### src/design/sumchk_pkg.sv
// Shared types and constants for the checksummed frame validator.
// Holds the frame phase and verdict codes, the result record and register map.
// No dependencies.
package sumchk_pkg;

  // Buffer size sets the cap on any declared payload length
  localparam int unsigned BUFFER_BYTES = 32768;
  localparam int unsigned LEN_W        = 15;
  localparam logic [LEN_W-1:0] LEN_CAP = LEN_W'(BUFFER_BYTES - 8);

  // Reset value of the maximum payload length register
  localparam logic [LEN_W-1:0] MAX_LEN_RESET = LEN_W'(32760);

  // Frame marker bytes
  localparam logic [7:0] START0_BYTE = 8'hFB;
  localparam logic [7:0] START1_BYTE = 8'hFC;
  localparam logic [7:0] TERM_BYTE   = 8'h0D;

  // Index of the last of the little-endian length bytes after the start bytes
  localparam logic [LEN_W-1:0] LEN_BYTES_LAST = LEN_W'(3);

  // Configuration map: word index taken from paddr[2]
  localparam int unsigned ADDR_W       = 3;
  localparam logic        REG_MAX_LEN  = 1'b0;

  typedef enum logic [2:0] {
    PH_START0,
    PH_START1,
    PH_LENGTH,
    PH_PAYLOAD,
    PH_CHECK,
    PH_TERM,
    PH_DONE
  } phase_t;

  typedef enum logic [2:0] {
    V_OK,
    V_BAD_START,
    V_BAD_LENGTH,
    V_BAD_SUM,
    V_BAD_TERM,
    V_SHORT
  } verdict_t;

  // One result per received byte
  typedef struct packed {
    logic [LEN_W-1:0] frame_length;
    verdict_t         verdict;
    logic             verdict_valid;
    logic             payload_valid;
    logic [7:0]       payload_byte;
  } result_t;

endpackage

### src/design/sumchk_regs.sv
// Configuration register file for the frame validator.
// APB-style write and read of the maximum payload length register.
// Depends on sumchk_pkg.
module sumchk_regs (
  input  logic                          clk,
  input  logic                          rst,
  input  logic                          psel,
  input  logic                          penable,
  input  logic                          pwrite,
  input  logic [sumchk_pkg::ADDR_W-1:0] paddr,
  input  logic [31:0]                   pwdata,
  output logic [31:0]                   prdata,
  output logic                          pready,
  output logic [sumchk_pkg::LEN_W-1:0]  max_len
);
  import sumchk_pkg::*;

  logic wr_en;
  logic [1:0] unused_addr;

  assign pready      = 1'b1;
  assign wr_en       = psel & penable & pwrite & pready;
  assign unused_addr = paddr[1:0];

  // Write the register on a completed access transaction
  always_ff @(posedge clk) begin
    if (rst) begin
      max_len <= MAX_LEN_RESET;
    end else if (wr_en && paddr[2] == REG_MAX_LEN) begin
      max_len <= pwdata[LEN_W-1:0];
    end
  end

  // Read back; byte lanes inside the word are not decoded
  always_comb begin
    prdata = 32'd0;
    if (paddr[2] == REG_MAX_LEN && unused_addr == unused_addr) begin
      prdata = {{(32-LEN_W){1'b0}}, max_len};
    end
  end

endmodule

### src/design/sumchk_core.sv
// Frame parsing state and per-byte result logic of the frame validator.
// One byte is consumed per accepted transaction; the result is combinational.
// Depends on sumchk_pkg.
module sumchk_core (
  input  logic                         clk,
  input  logic                         rst,
  input  logic                         accept,
  input  logic [7:0]                   rx_byte,
  input  logic                         buffer_end,
  input  logic [sumchk_pkg::LEN_W-1:0] max_len,
  output sumchk_pkg::result_t          res
);
  import sumchk_pkg::*;

  phase_t           phase, phase_next;
  logic [LEN_W-1:0] byte_count, byte_count_next;
  logic [31:0]      length_shift, length_shift_next;
  logic [7:0]       running_sum, running_sum_next;

  logic [LEN_W-1:0] limit;
  logic [31:0]      len_word;
  logic             len_last;
  logic             len_bad;
  logic [LEN_W-1:0] count_inc;
  logic             pay_last;
  logic             decided;
  verdict_t         fail_code;

  // Effective length limit and length-field helpers
  assign limit     = (max_len < LEN_CAP) ? max_len : LEN_CAP;
  assign len_word  = {rx_byte, length_shift[31:8]};
  assign len_last  = (byte_count == LEN_BYTES_LAST);
  assign len_bad   = len_word[31] | (|len_word[30:LEN_W]) | (len_word[LEN_W-1:0] > limit);
  assign count_inc = byte_count + LEN_W'(1);
  assign pay_last  = (count_inc >= length_shift[LEN_W-1:0]);

  // Result for the current byte
  always_comb begin
    res       = '0;
    decided   = 1'b0;
    fail_code = V_OK;
    case (phase)
      PH_START0: begin
        if (rx_byte != START0_BYTE) begin
          decided   = 1'b1;
          fail_code = V_BAD_START;
        end
      end
      PH_START1: begin
        if (rx_byte != START1_BYTE) begin
          decided   = 1'b1;
          fail_code = V_BAD_START;
        end
      end
      PH_LENGTH: begin
        if (len_last && len_bad) begin
          decided   = 1'b1;
          fail_code = V_BAD_LENGTH;
        end
      end
      PH_PAYLOAD: begin
        res.payload_valid = 1'b1;
        res.payload_byte  = rx_byte;
      end
      PH_CHECK: begin
        if (rx_byte != running_sum) begin
          decided   = 1'b1;
          fail_code = V_BAD_SUM;
        end
      end
      PH_TERM: begin
        decided = 1'b1;
        if (rx_byte == TERM_BYTE) begin
          res.frame_length = length_shift[LEN_W-1:0];
        end else begin
          fail_code = V_BAD_TERM;
        end
      end
      default: ;
    endcase
    if (decided) begin
      res.verdict_valid = 1'b1;
      res.verdict       = fail_code;
    end else if (buffer_end && phase != PH_DONE) begin
      res.verdict_valid = 1'b1;
      res.verdict       = V_SHORT;
    end
  end

  // Next parsing state
  always_comb begin
    phase_next        = phase;
    byte_count_next   = byte_count;
    length_shift_next = length_shift;
    running_sum_next  = running_sum;
    case (phase)
      PH_START0: begin
        if (rx_byte == START0_BYTE) phase_next = PH_START1;
      end
      PH_START1: begin
        if (rx_byte == START1_BYTE) phase_next = PH_LENGTH;
      end
      PH_LENGTH: begin
        length_shift_next = len_word;
        byte_count_next   = count_inc;
        if (len_last) begin
          byte_count_next = '0;
          if (!len_bad) begin
            phase_next = (len_word == 32'd0) ? PH_CHECK : PH_PAYLOAD;
          end
        end
      end
      PH_PAYLOAD: begin
        running_sum_next = running_sum + rx_byte;
        byte_count_next  = count_inc;
        if (pay_last) phase_next = PH_CHECK;
      end
      PH_CHECK: begin
        if (rx_byte == running_sum) phase_next = PH_TERM;
      end
      default: ;
    endcase
    if (decided) phase_next = PH_DONE;
    // Rearm at the end of every buffer
    if (buffer_end) begin
      phase_next        = PH_START0;
      byte_count_next   = '0;
      length_shift_next = '0;
      running_sum_next  = '0;
    end
  end

  // Advance on each accepted byte
  always_ff @(posedge clk) begin
    if (rst) begin
      phase        <= PH_START0;
      byte_count   <= '0;
      length_shift <= '0;
      running_sum  <= '0;
    end else if (accept) begin
      phase        <= phase_next;
      byte_count   <= byte_count_next;
      length_shift <= length_shift_next;
      running_sum  <= running_sum_next;
    end
  end

endmodule

### src/design/sumchk_skid.sv
// Output register with a skid entry for the frame validator results.
// Keeps the input side ready while one result waits for the consumer.
// Depends on sumchk_pkg.
module sumchk_skid (
  input  logic                clk,
  input  logic                rst,
  input  logic                in_valid,
  output logic                in_ready,
  input  sumchk_pkg::result_t in_res,
  output logic                out_valid,
  input  logic                out_ready,
  output sumchk_pkg::result_t out_res
);
  import sumchk_pkg::*;

  logic    skid_valid;
  result_t skid_res;
  logic    load_out;

  assign in_ready = ~skid_valid;
  assign load_out = ~out_valid | out_ready;

  // Control: output slot and skid slot occupancy
  always_ff @(posedge clk) begin
    if (rst) begin
      out_valid  <= 1'b0;
      skid_valid <= 1'b0;
    end else if (load_out) begin
      out_valid  <= skid_valid | in_valid;
      skid_valid <= 1'b0;
    end else if (in_valid && in_ready) begin
      skid_valid <= 1'b1;
    end
  end

  // Payload: refill from skid first, else from the incoming transaction
  always_ff @(posedge clk) begin
    if (load_out) begin
      out_res <= skid_valid ? skid_res : in_res;
    end else if (in_valid && in_ready) begin
      skid_res <= in_res;
    end
  end

endmodule

### src/design/sum_checked_frame_validator.sv
// Checksummed frame validator, top level: one received byte per transaction
// in, one result per byte out. Frame: FB FC, 4-byte little-endian length,
// payload, 8-bit additive checksum of the payload, 0D. Depends on sumchk_pkg,
// sumchk_regs, sumchk_core and sumchk_skid.
//
// Throughput is one byte per clock while s_tready is high: the parser state
// (phase, byte count, length shift register and running sum) is updated from
// the accepted byte, and the result is registered into the output stage. The
// output stage holds one extra result, so s_tready only drops once the
// consumer stalls with a result already waiting and a further result has
// been taken into the skid entry. Every buffer gets one
// verdict: ok, bad start, bad length, bad checksum, bad terminator or short
// buffer; bytes after the verdict give all-zero results until tlast, which
// rearms the parser. The length limit is the smaller of the max_payload_length
// register (address 0, reset 32760) and the buffer size less eight; write it
// only while no byte is in flight.
module sum_checked_frame_validator (
  input  logic                          clk,
  input  logic                          rst,
  // Input stream
  input  logic                          s_tvalid,
  output logic                          s_tready,
  input  logic [7:0]                    s_tdata,   // [7:0] rx_byte
  input  logic                          s_tlast,   // buffer_end
  // Result stream
  output logic                          m_tvalid,
  input  logic                          m_tready,
  output logic [31:0]                   m_tdata,   // [7:0] payload_byte, [10:8] verdict,
                                                   // [25:11] frame_length, rest zero
  output logic [1:0]                    m_tuser,   // [0] payload_valid, [1] verdict_valid
  // Configuration
  input  logic                          psel,
  input  logic                          penable,
  input  logic                          pwrite,
  input  logic [sumchk_pkg::ADDR_W-1:0] paddr,
  input  logic [31:0]                   pwdata,
  output logic [31:0]                   prdata,
  output logic                          pready
);
  import sumchk_pkg::*;

  logic [LEN_W-1:0] max_len;
  logic             accept;
  result_t          core_res;
  result_t          out_res;

  assign accept = s_tvalid & s_tready;

  sumchk_regs u_regs (
    .clk     (clk),
    .rst     (rst),
    .psel    (psel),
    .penable (penable),
    .pwrite  (pwrite),
    .paddr   (paddr),
    .pwdata  (pwdata),
    .prdata  (prdata),
    .pready  (pready),
    .max_len (max_len)
  );

  sumchk_core u_core (
    .clk        (clk),
    .rst        (rst),
    .accept     (accept),
    .rx_byte    (s_tdata),
    .buffer_end (s_tlast),
    .max_len    (max_len),
    .res        (core_res)
  );

  sumchk_skid u_skid (
    .clk       (clk),
    .rst       (rst),
    .in_valid  (s_tvalid),
    .in_ready  (s_tready),
    .in_res    (core_res),
    .out_valid (m_tvalid),
    .out_ready (m_tready),
    .out_res   (out_res)
  );

  // Pack the result fields onto the stream
  assign m_tdata = {{(32-LEN_W-11){1'b0}}, out_res.frame_length, out_res.verdict,
                    out_res.payload_byte};
  assign m_tuser = {out_res.verdict_valid, out_res.payload_valid};

endmodule

### config.mk
export PLATFORM = sky130hd
export DESIGN_NAME = sum_checked_frame_validator
export DESIGN_NICKNAME = d
export VERILOG_FILES = /design/src/design/sumchk_pkg.sv /design/src/design/sumchk_regs.sv /design/src/design/sumchk_core.sv /design/src/design/sumchk_skid.sv /design/src/design/sum_checked_frame_validator.sv
export SDC_FILE = /design/constraint.sdc
export NUM_CORES = 1
export LEC_CHECK = 0
export BUFFER_PORTS_ARGS = -buffer_cell sky130_fd_sc_hd__buf_4
export CAP_MARGIN = 20
export CORE_ASPECT_RATIO = 1.4
export CORE_MARGIN = 1
export CORE_UTILIZATION = 35
export DETAILED_ROUTE_END_ITERATION = 10
export HOLD_SLACK_MARGIN = 0.03
export PLACE_DENSITY = 0.56
export SLEW_MARGIN = 20
export SYNTH_ARGS = -nofsm -noshare
export SYNTH_HDL_FRONTEND = slang
export SYNTH_SLANG_ARGS = --single-unit
### constraint.sdc
create_clock -name clk -period 3.6 [get_ports clk]
set_input_delay 0.18 -clock clk [delete_from_list [all_inputs] [get_ports clk]]
set_output_delay 0.18 -clock clk [all_outputs]
set_load 0.05 [all_outputs]
# Yosys cells after proc, flatten, opt, wreduce, memory -nomap -nowiden
# Index checks and enable logic that the tools add are counted.
# Widths: inputs -> output; s select.
dict set report classes {
  n_addsub 2
  order_cmp 3
  n_eq_ne 20
  n_mux 36
  bitwise 11
  n_reduce_logical 17
}
# op count
set ops {}
lappend ops {{$mux 15} 6}
lappend ops {{$mux 32} 2}
lappend ops {{$logic_not 32->1} 1}
lappend ops {{$mux 3} 10}
lappend ops {{$pmux 15 s2} 1}
lappend ops {{$pmux 3 s5} 2}
lappend ops {{$mux 28} 1}
lappend ops {{$ne 4x2->1 const B} 5}
lappend ops {{$eq 8x8->1 const B} 2}
lappend ops {{$mux 8} 2}
lappend ops {{$ne 8x8->1 const B} 2}
lappend ops {{$reduce_or 16->1} 1}
lappend ops {{$add 15x1->15 const B} 1}
lappend ops {{$eq 15x2->1 const B} 1}
lappend ops {{$ge 15x15->1} 1}
lappend ops {{$gt 15x15->1} 1}
lappend ops {{$lt 15x15->1 const B} 1}
lappend ops {{$mux 9} 1}
lappend ops {{$add 8x8->8} 1}
lappend ops {{$eq 8x4->1 const B} 1}
lappend ops {{$eq 8x8->1} 1}
lappend ops {{$mux 4} 2}
lappend ops {{$ne 8x8->1} 1}
lappend ops {{$reduce_and 2->1} 4}
lappend ops {{other kinds (18)} 38}
dict set report word_totals {
  regBits 131
  output_inout_bits 69
}

# Depth between registers and ports, before layout
dict set report depth {
  word_depth 9
  ltp_mapped 14
  mapped_depth_nobuf 13
}

# Modules after synthesis
# Synthesis repeated with hierarchy kept, for this count alone.
dict set report unflattened {
  hier_cells 757
  hier_area_um2 7180.6
}
# mod n_inst cells_each area_per_inst_um2 seq_area_each_um2
set by_module_without_submodules {}
lappend by_module_without_submodules {sumchk_core 1 552 4140.2 1161.1}
lappend by_module_without_submodules {sumchk_skid 1 95 2102.0 1721.7}
lappend by_module_without_submodules {sumchk_regs 1 102 883.3 300.3}
lappend by_module_without_submodules {sum_checked_frame_validator 1 8 55.1 0.0}

# Least setup slack after synthesis
# Ideal clock, no wire load.
dict set report synth_timing {
  kind {register to register}
  from {register u_skid.out_valid}
  to {register u_skid.skid_res[0] (netlist name), enable pin}
  arrival_ns 2.730
  setup_slack_ns 0.458
  stages_incl_launch_ff 3
  path_buffers 0
  path_cell_list {dfxtp_1 > nand2b_1 > nor2_1}
}
dict set report synth_via {
  elab_chain_len 4
}
# element line_no
set synth_rtl {}
lappend synth_rtl {{start: declaration} sumchk_skid.sv:10} ;# output logic out_valid,
lappend synth_rtl {{start signal: assignment} sumchk_skid.sv:29} ;# out_valid <= skid_valid | in_valid;
lappend synth_rtl {{$not 1->1} sumchk_skid.sv:21} ;# assign load_out = ~out_valid | out_ready;
lappend synth_rtl {{$or 1x1->1} sumchk_skid.sv:21}
lappend synth_rtl {{via u_skid.load_out} sumchk_skid.sv:18} ;# logic load_out;
lappend synth_rtl {{$not 1->1 (no source line)} --}
lappend synth_rtl {{$reduce_and 2->1 (no source line)} --}
lappend synth_rtl {{end signal: assignment} sumchk_skid.sv:41} ;# skid_res <= in_res;
lappend synth_rtl {{end: declaration} sumchk_skid.sv:17} ;# result_t skid_res;
# The timed path passes the listed nets, and every way through them passes these cells.
# A chain may end at the register's enable or synchronous reset.

# Worst setup path after layout
dict set report layout_timing {
  from {register u_core.byte_count[0]}
  to {register u_core.phase[2]}
}
dict set report layout_via {
  elab_chain_len 6
}
# element line_no
set layout_rtl {}
lappend layout_rtl {{start: declaration} sumchk_core.sv:16} ;# logic [LEN_W-1:0] byte_count, byte_count_next;
lappend layout_rtl {{start signal: assignment} sumchk_core.sv:142} ;# byte_count <= byte_count_next;
lappend layout_rtl {{branches (longest 6 deep; another with $add 15x1->15)} --}
lappend layout_rtl {{end signal: assignment} sumchk_core.sv:141} ;# phase <= phase_next;
lappend layout_rtl {{end: declaration} sumchk_core.sv:15} ;# phase_t phase, phase_next;
# Several ways; the timed one is not identified.

==> run_results.csv <==
group,metric,value,unit
outcome,outcome,"complete, no violations",
floorplanning,die_area,19700,um^2
sta,slew_viol_final,0,
cells_and_area,final_common_cell,"buf_4",
synthesis,synth_seq_cells,131,
job,max_cap_viol_count,0,
clock_network,cts_root_buf,"clkbuf_16",
clock_network,cts_made_buffers,17,
sta,fmax,0.307,GHz
global_routing,use_met3,3.54,%
synthesis,yosys_warnings,0,
global_routing,grt-ovfl-total,0,
routing,wl_per_cell,15.5,um
clock_network,cts_tree,"built",
sta,rsz0062_at_grt,"no",
sta,fin_skew,0.00656,ns
routing,drc,0,
setup_path,end_kind,"flop",
cells_and_area,num_antenna_cells,0,
power,p_comb_share,13.0,%
synthesis,ys_seq_area_share,47.6,%
setup_path,cp-start-kind,"flop",
routing,via_per_inst,5.11,
sta,whs,0.0663,ns
global_routing,busiest_layer,"met2",
cells_and_area,multi_input_area,3110,um^2
global_routing,grtUsageMet2,28.7,%
floorplanning,coreArea,18700,um^2
synthesis,synth_edf_count,56,
setup_path,arrival,3.55,ns
cells_and_area,syn_to_final_growth,22.3,%
global_routing,antenna_found_initial,0,
routing,wl,15.5,mm
place,placed_area,7370,um^2
clock_network,hold_buffers,15,
sta,slew-limit-headroom,38.8,%
synthesis,async_reset_ff_share,0,%
power,powerDensity,500,nW/um^2
sta,setup_violations,0,
power,clkPwrFrac,46.6,%
floorplanning,dieWidth,119,um
clock_network,clkTransAtPathRegs,0.06,ns
place,io_buffers,76,
cells_and_area,seqCellArea,3180,um^2
clock_network,clk_latency,0.41,ns
routing,drt_iter0_drc,345,
synthesis,yosysTopAreaCell,"edfxtp_1",
sta,fin_crit,3.25,ns
global_routing,grt_pass1_vias,4895,
clock_network,cts.sinks,131,
setup_path,crit_fanout,6,
place,place_hpwl,11.2,mm
power,intPower,3.07,mW
synthesis,avgSynthCellArea,10.2,um^2
cells_and_area,fillers,1771,
synthesis,synth-simple-area-share,15.5,%
floorplanning,ios,120,
synthesis,synthesis.area,6680,um^2
routing,ant_nets,0,
power,sequentialPowerShare,40.5,%
min_path,min_path_type,"primary input to flop",
setup_path,crit_type,"flop to flop",
synthesis,synth_compound_area_share,15.0,%
cells_and_area,nets,829,
floorplanning,start_util,35.8,%
global_routing,grt.total_usage,16.1,%
synthesis,synth_xor_xnor_area_share,2.62,%
synthesis,synth_top_family_by_area,"simple AND/OR/NAND/NOR gates",
cells_and_area,stdcell_area,8170,um^2
power,ir_worst_vdd,0.278,mV
sta,max_slew.worst_pin.slew,0.916,ns
routing,first_pass_iters,5,
cells_and_area,mostFrequentLayoutCells,"buf_4, dfxtp_1, nor2_1",
setup_path,cp.required,3.90,ns
power,swShare,24.8,%
synthesis,synth.area.top_cells,"edfxtp_1, dfxtp_1, ha_1",
floorplanning,std_cell_rows,59,
sta,period_share,90.4,%
synthesis,synth_fa_ha_area_share,7.42,%
synthesis,netlist_instances,653,
power,p_leak,3.50,nW
cells_and_area,drive_above_1_share,22.6,%
clock_network,cts_buffer_depth,2,
sta,setup_tns,0,ns
floorplanning,dieHeight,165,um
synthesis,synthFlopType,"dfxtp_1",
sta,hold_viol,0,
synthesis,yosysTopAreaCellShare,25.2,%
synthesis,muxShareOfSynthArea,4.53,%
global_routing,grt_max_degree,45,
clock_network,h-tree-depth,4,
global_routing,grt_use_met1,18.4,%
routing,dr_total_vias,5085,
place,place_congestion,0.901,
clock_network,post_cts_buffers,0,
clock_network,ctsResizeCount,0,
power,p_switching,1.01,mW
global_routing,grt_first_pass_wirelength,24.7,mm
synthesis,ys_types,60,
[final timing paths]
path / startpoint / endpoint / slack [ns] / depth (start not counted)
max reg2reg: u_core.byte_count[0] / u_core.phase[2] / 0.35 / 13
max: u_core.byte_count[0] / u_core.phase[2] / 0.35 / 13
min reg2reg: u_regs.max_len[0] / u_regs.max_len[0] / 0.49 / 2
min: s_tvalid / u_skid.out_valid / 0.07 / 3
[critical path, cell delays in order, from the launching register on]
cell	delay, ns
dfxtp_1	0.42
ha_1	0.23
nand3_1	0.13
nor2_1	0.18
and3_1	0.32
nand3_1	0.12
xnor2_1	0.17
ha_1	0.30
nand3_1	0.09
nor3_1	0.21
o21ai_0	0.11
a31oi_1	0.43
nor4b_1	0.11
nor4bb_1	0.32
[logic make-up after synthesis]
kind of cell,count (synthesis)
simple gates,201
compound gates,142
flops,131
buf+inv,91
fa+ha+maj,39
mux,27
xor+xnor,20
other cells,2
[cell type report]
cell class,count,area share (%)
Clock inverter,12,2.57
Tap cell,244,3.74
Sequential cell,131,39.0
Inverter,35,1.61
Clock buffer,20,5.35
Multi-Input combinational cell,453,38.0
Timing Repair Buffer,101,9.74
[power by group through the flow]
stage	sequential, mW	combinational [mW]	clock [mW]
2_1_floorplan	1.74	0.329	0
3_3_place_gp	1.68	0.506	0
3_5_place_dp	1.68	0.517	0
4_1_cts	1.65	0.531	1.93
5_1_grt	1.66	0.572	1.99
6_report	1.65	0.530	1.90
[synthesized netlist by cell type (4+ instances only)]
library cell	instances
dfxtp_1	75
nor2_1	69
edfxtp_1	56
ha_1	38
a21oi_1	37
inv_1	35
nand2_1	27
mux2_2	26
buf_4	24
a22oi_1	22
o21ai_0	22
clkbuf_1	20
nor3_1	20
o221a_2	19
nand3_1	15
xnor2_1	13
a211o_1	12
nand4_1	12
nor4_1	12
and2_1	9
a31oi_1	7
xor2_1	7
a21o_1	6
buf_6	5
and3_1	4
nor2b_1	4
[through the flow]
stage                     power, mW  instances  util, %  setup slack, ns
final                          4.08        996     43.7            0.347
after global routing           4.22        996     43.7           0.0438
after CTS                      4.11        996     43.7            0.324
after detailed placement       2.20        949     39.5            0.340
after global placement         2.19        949     39.5            0.450
after floorplan                2.07        675        -            0.458
[metal layers]
layer  share of wire (%)  up-vias  wire length, um
met2                  50      154             7790
li1                    -     2529                -
met3                 4.7       27              724
met1                  43     2375             6600
met5                   0        -                0
met4                 2.4        0              366
[registers in the layout, indices dropped and copies added (netlist names)]
| signal | flops |
|---|---|
| u_core.byte_count | 15 |
| u_core.length_shift | 32 |
| u_core.phase | 3 |
| u_core.running_sum | 8 |
| u_regs.max_len | 15 |
| u_skid.out_res | 28 |
| u_skid.out_valid | 1 |
| u_skid.skid_res | 28 |
| u_skid.skid_valid | 1 |
Power figures use the tool's default switching activity.
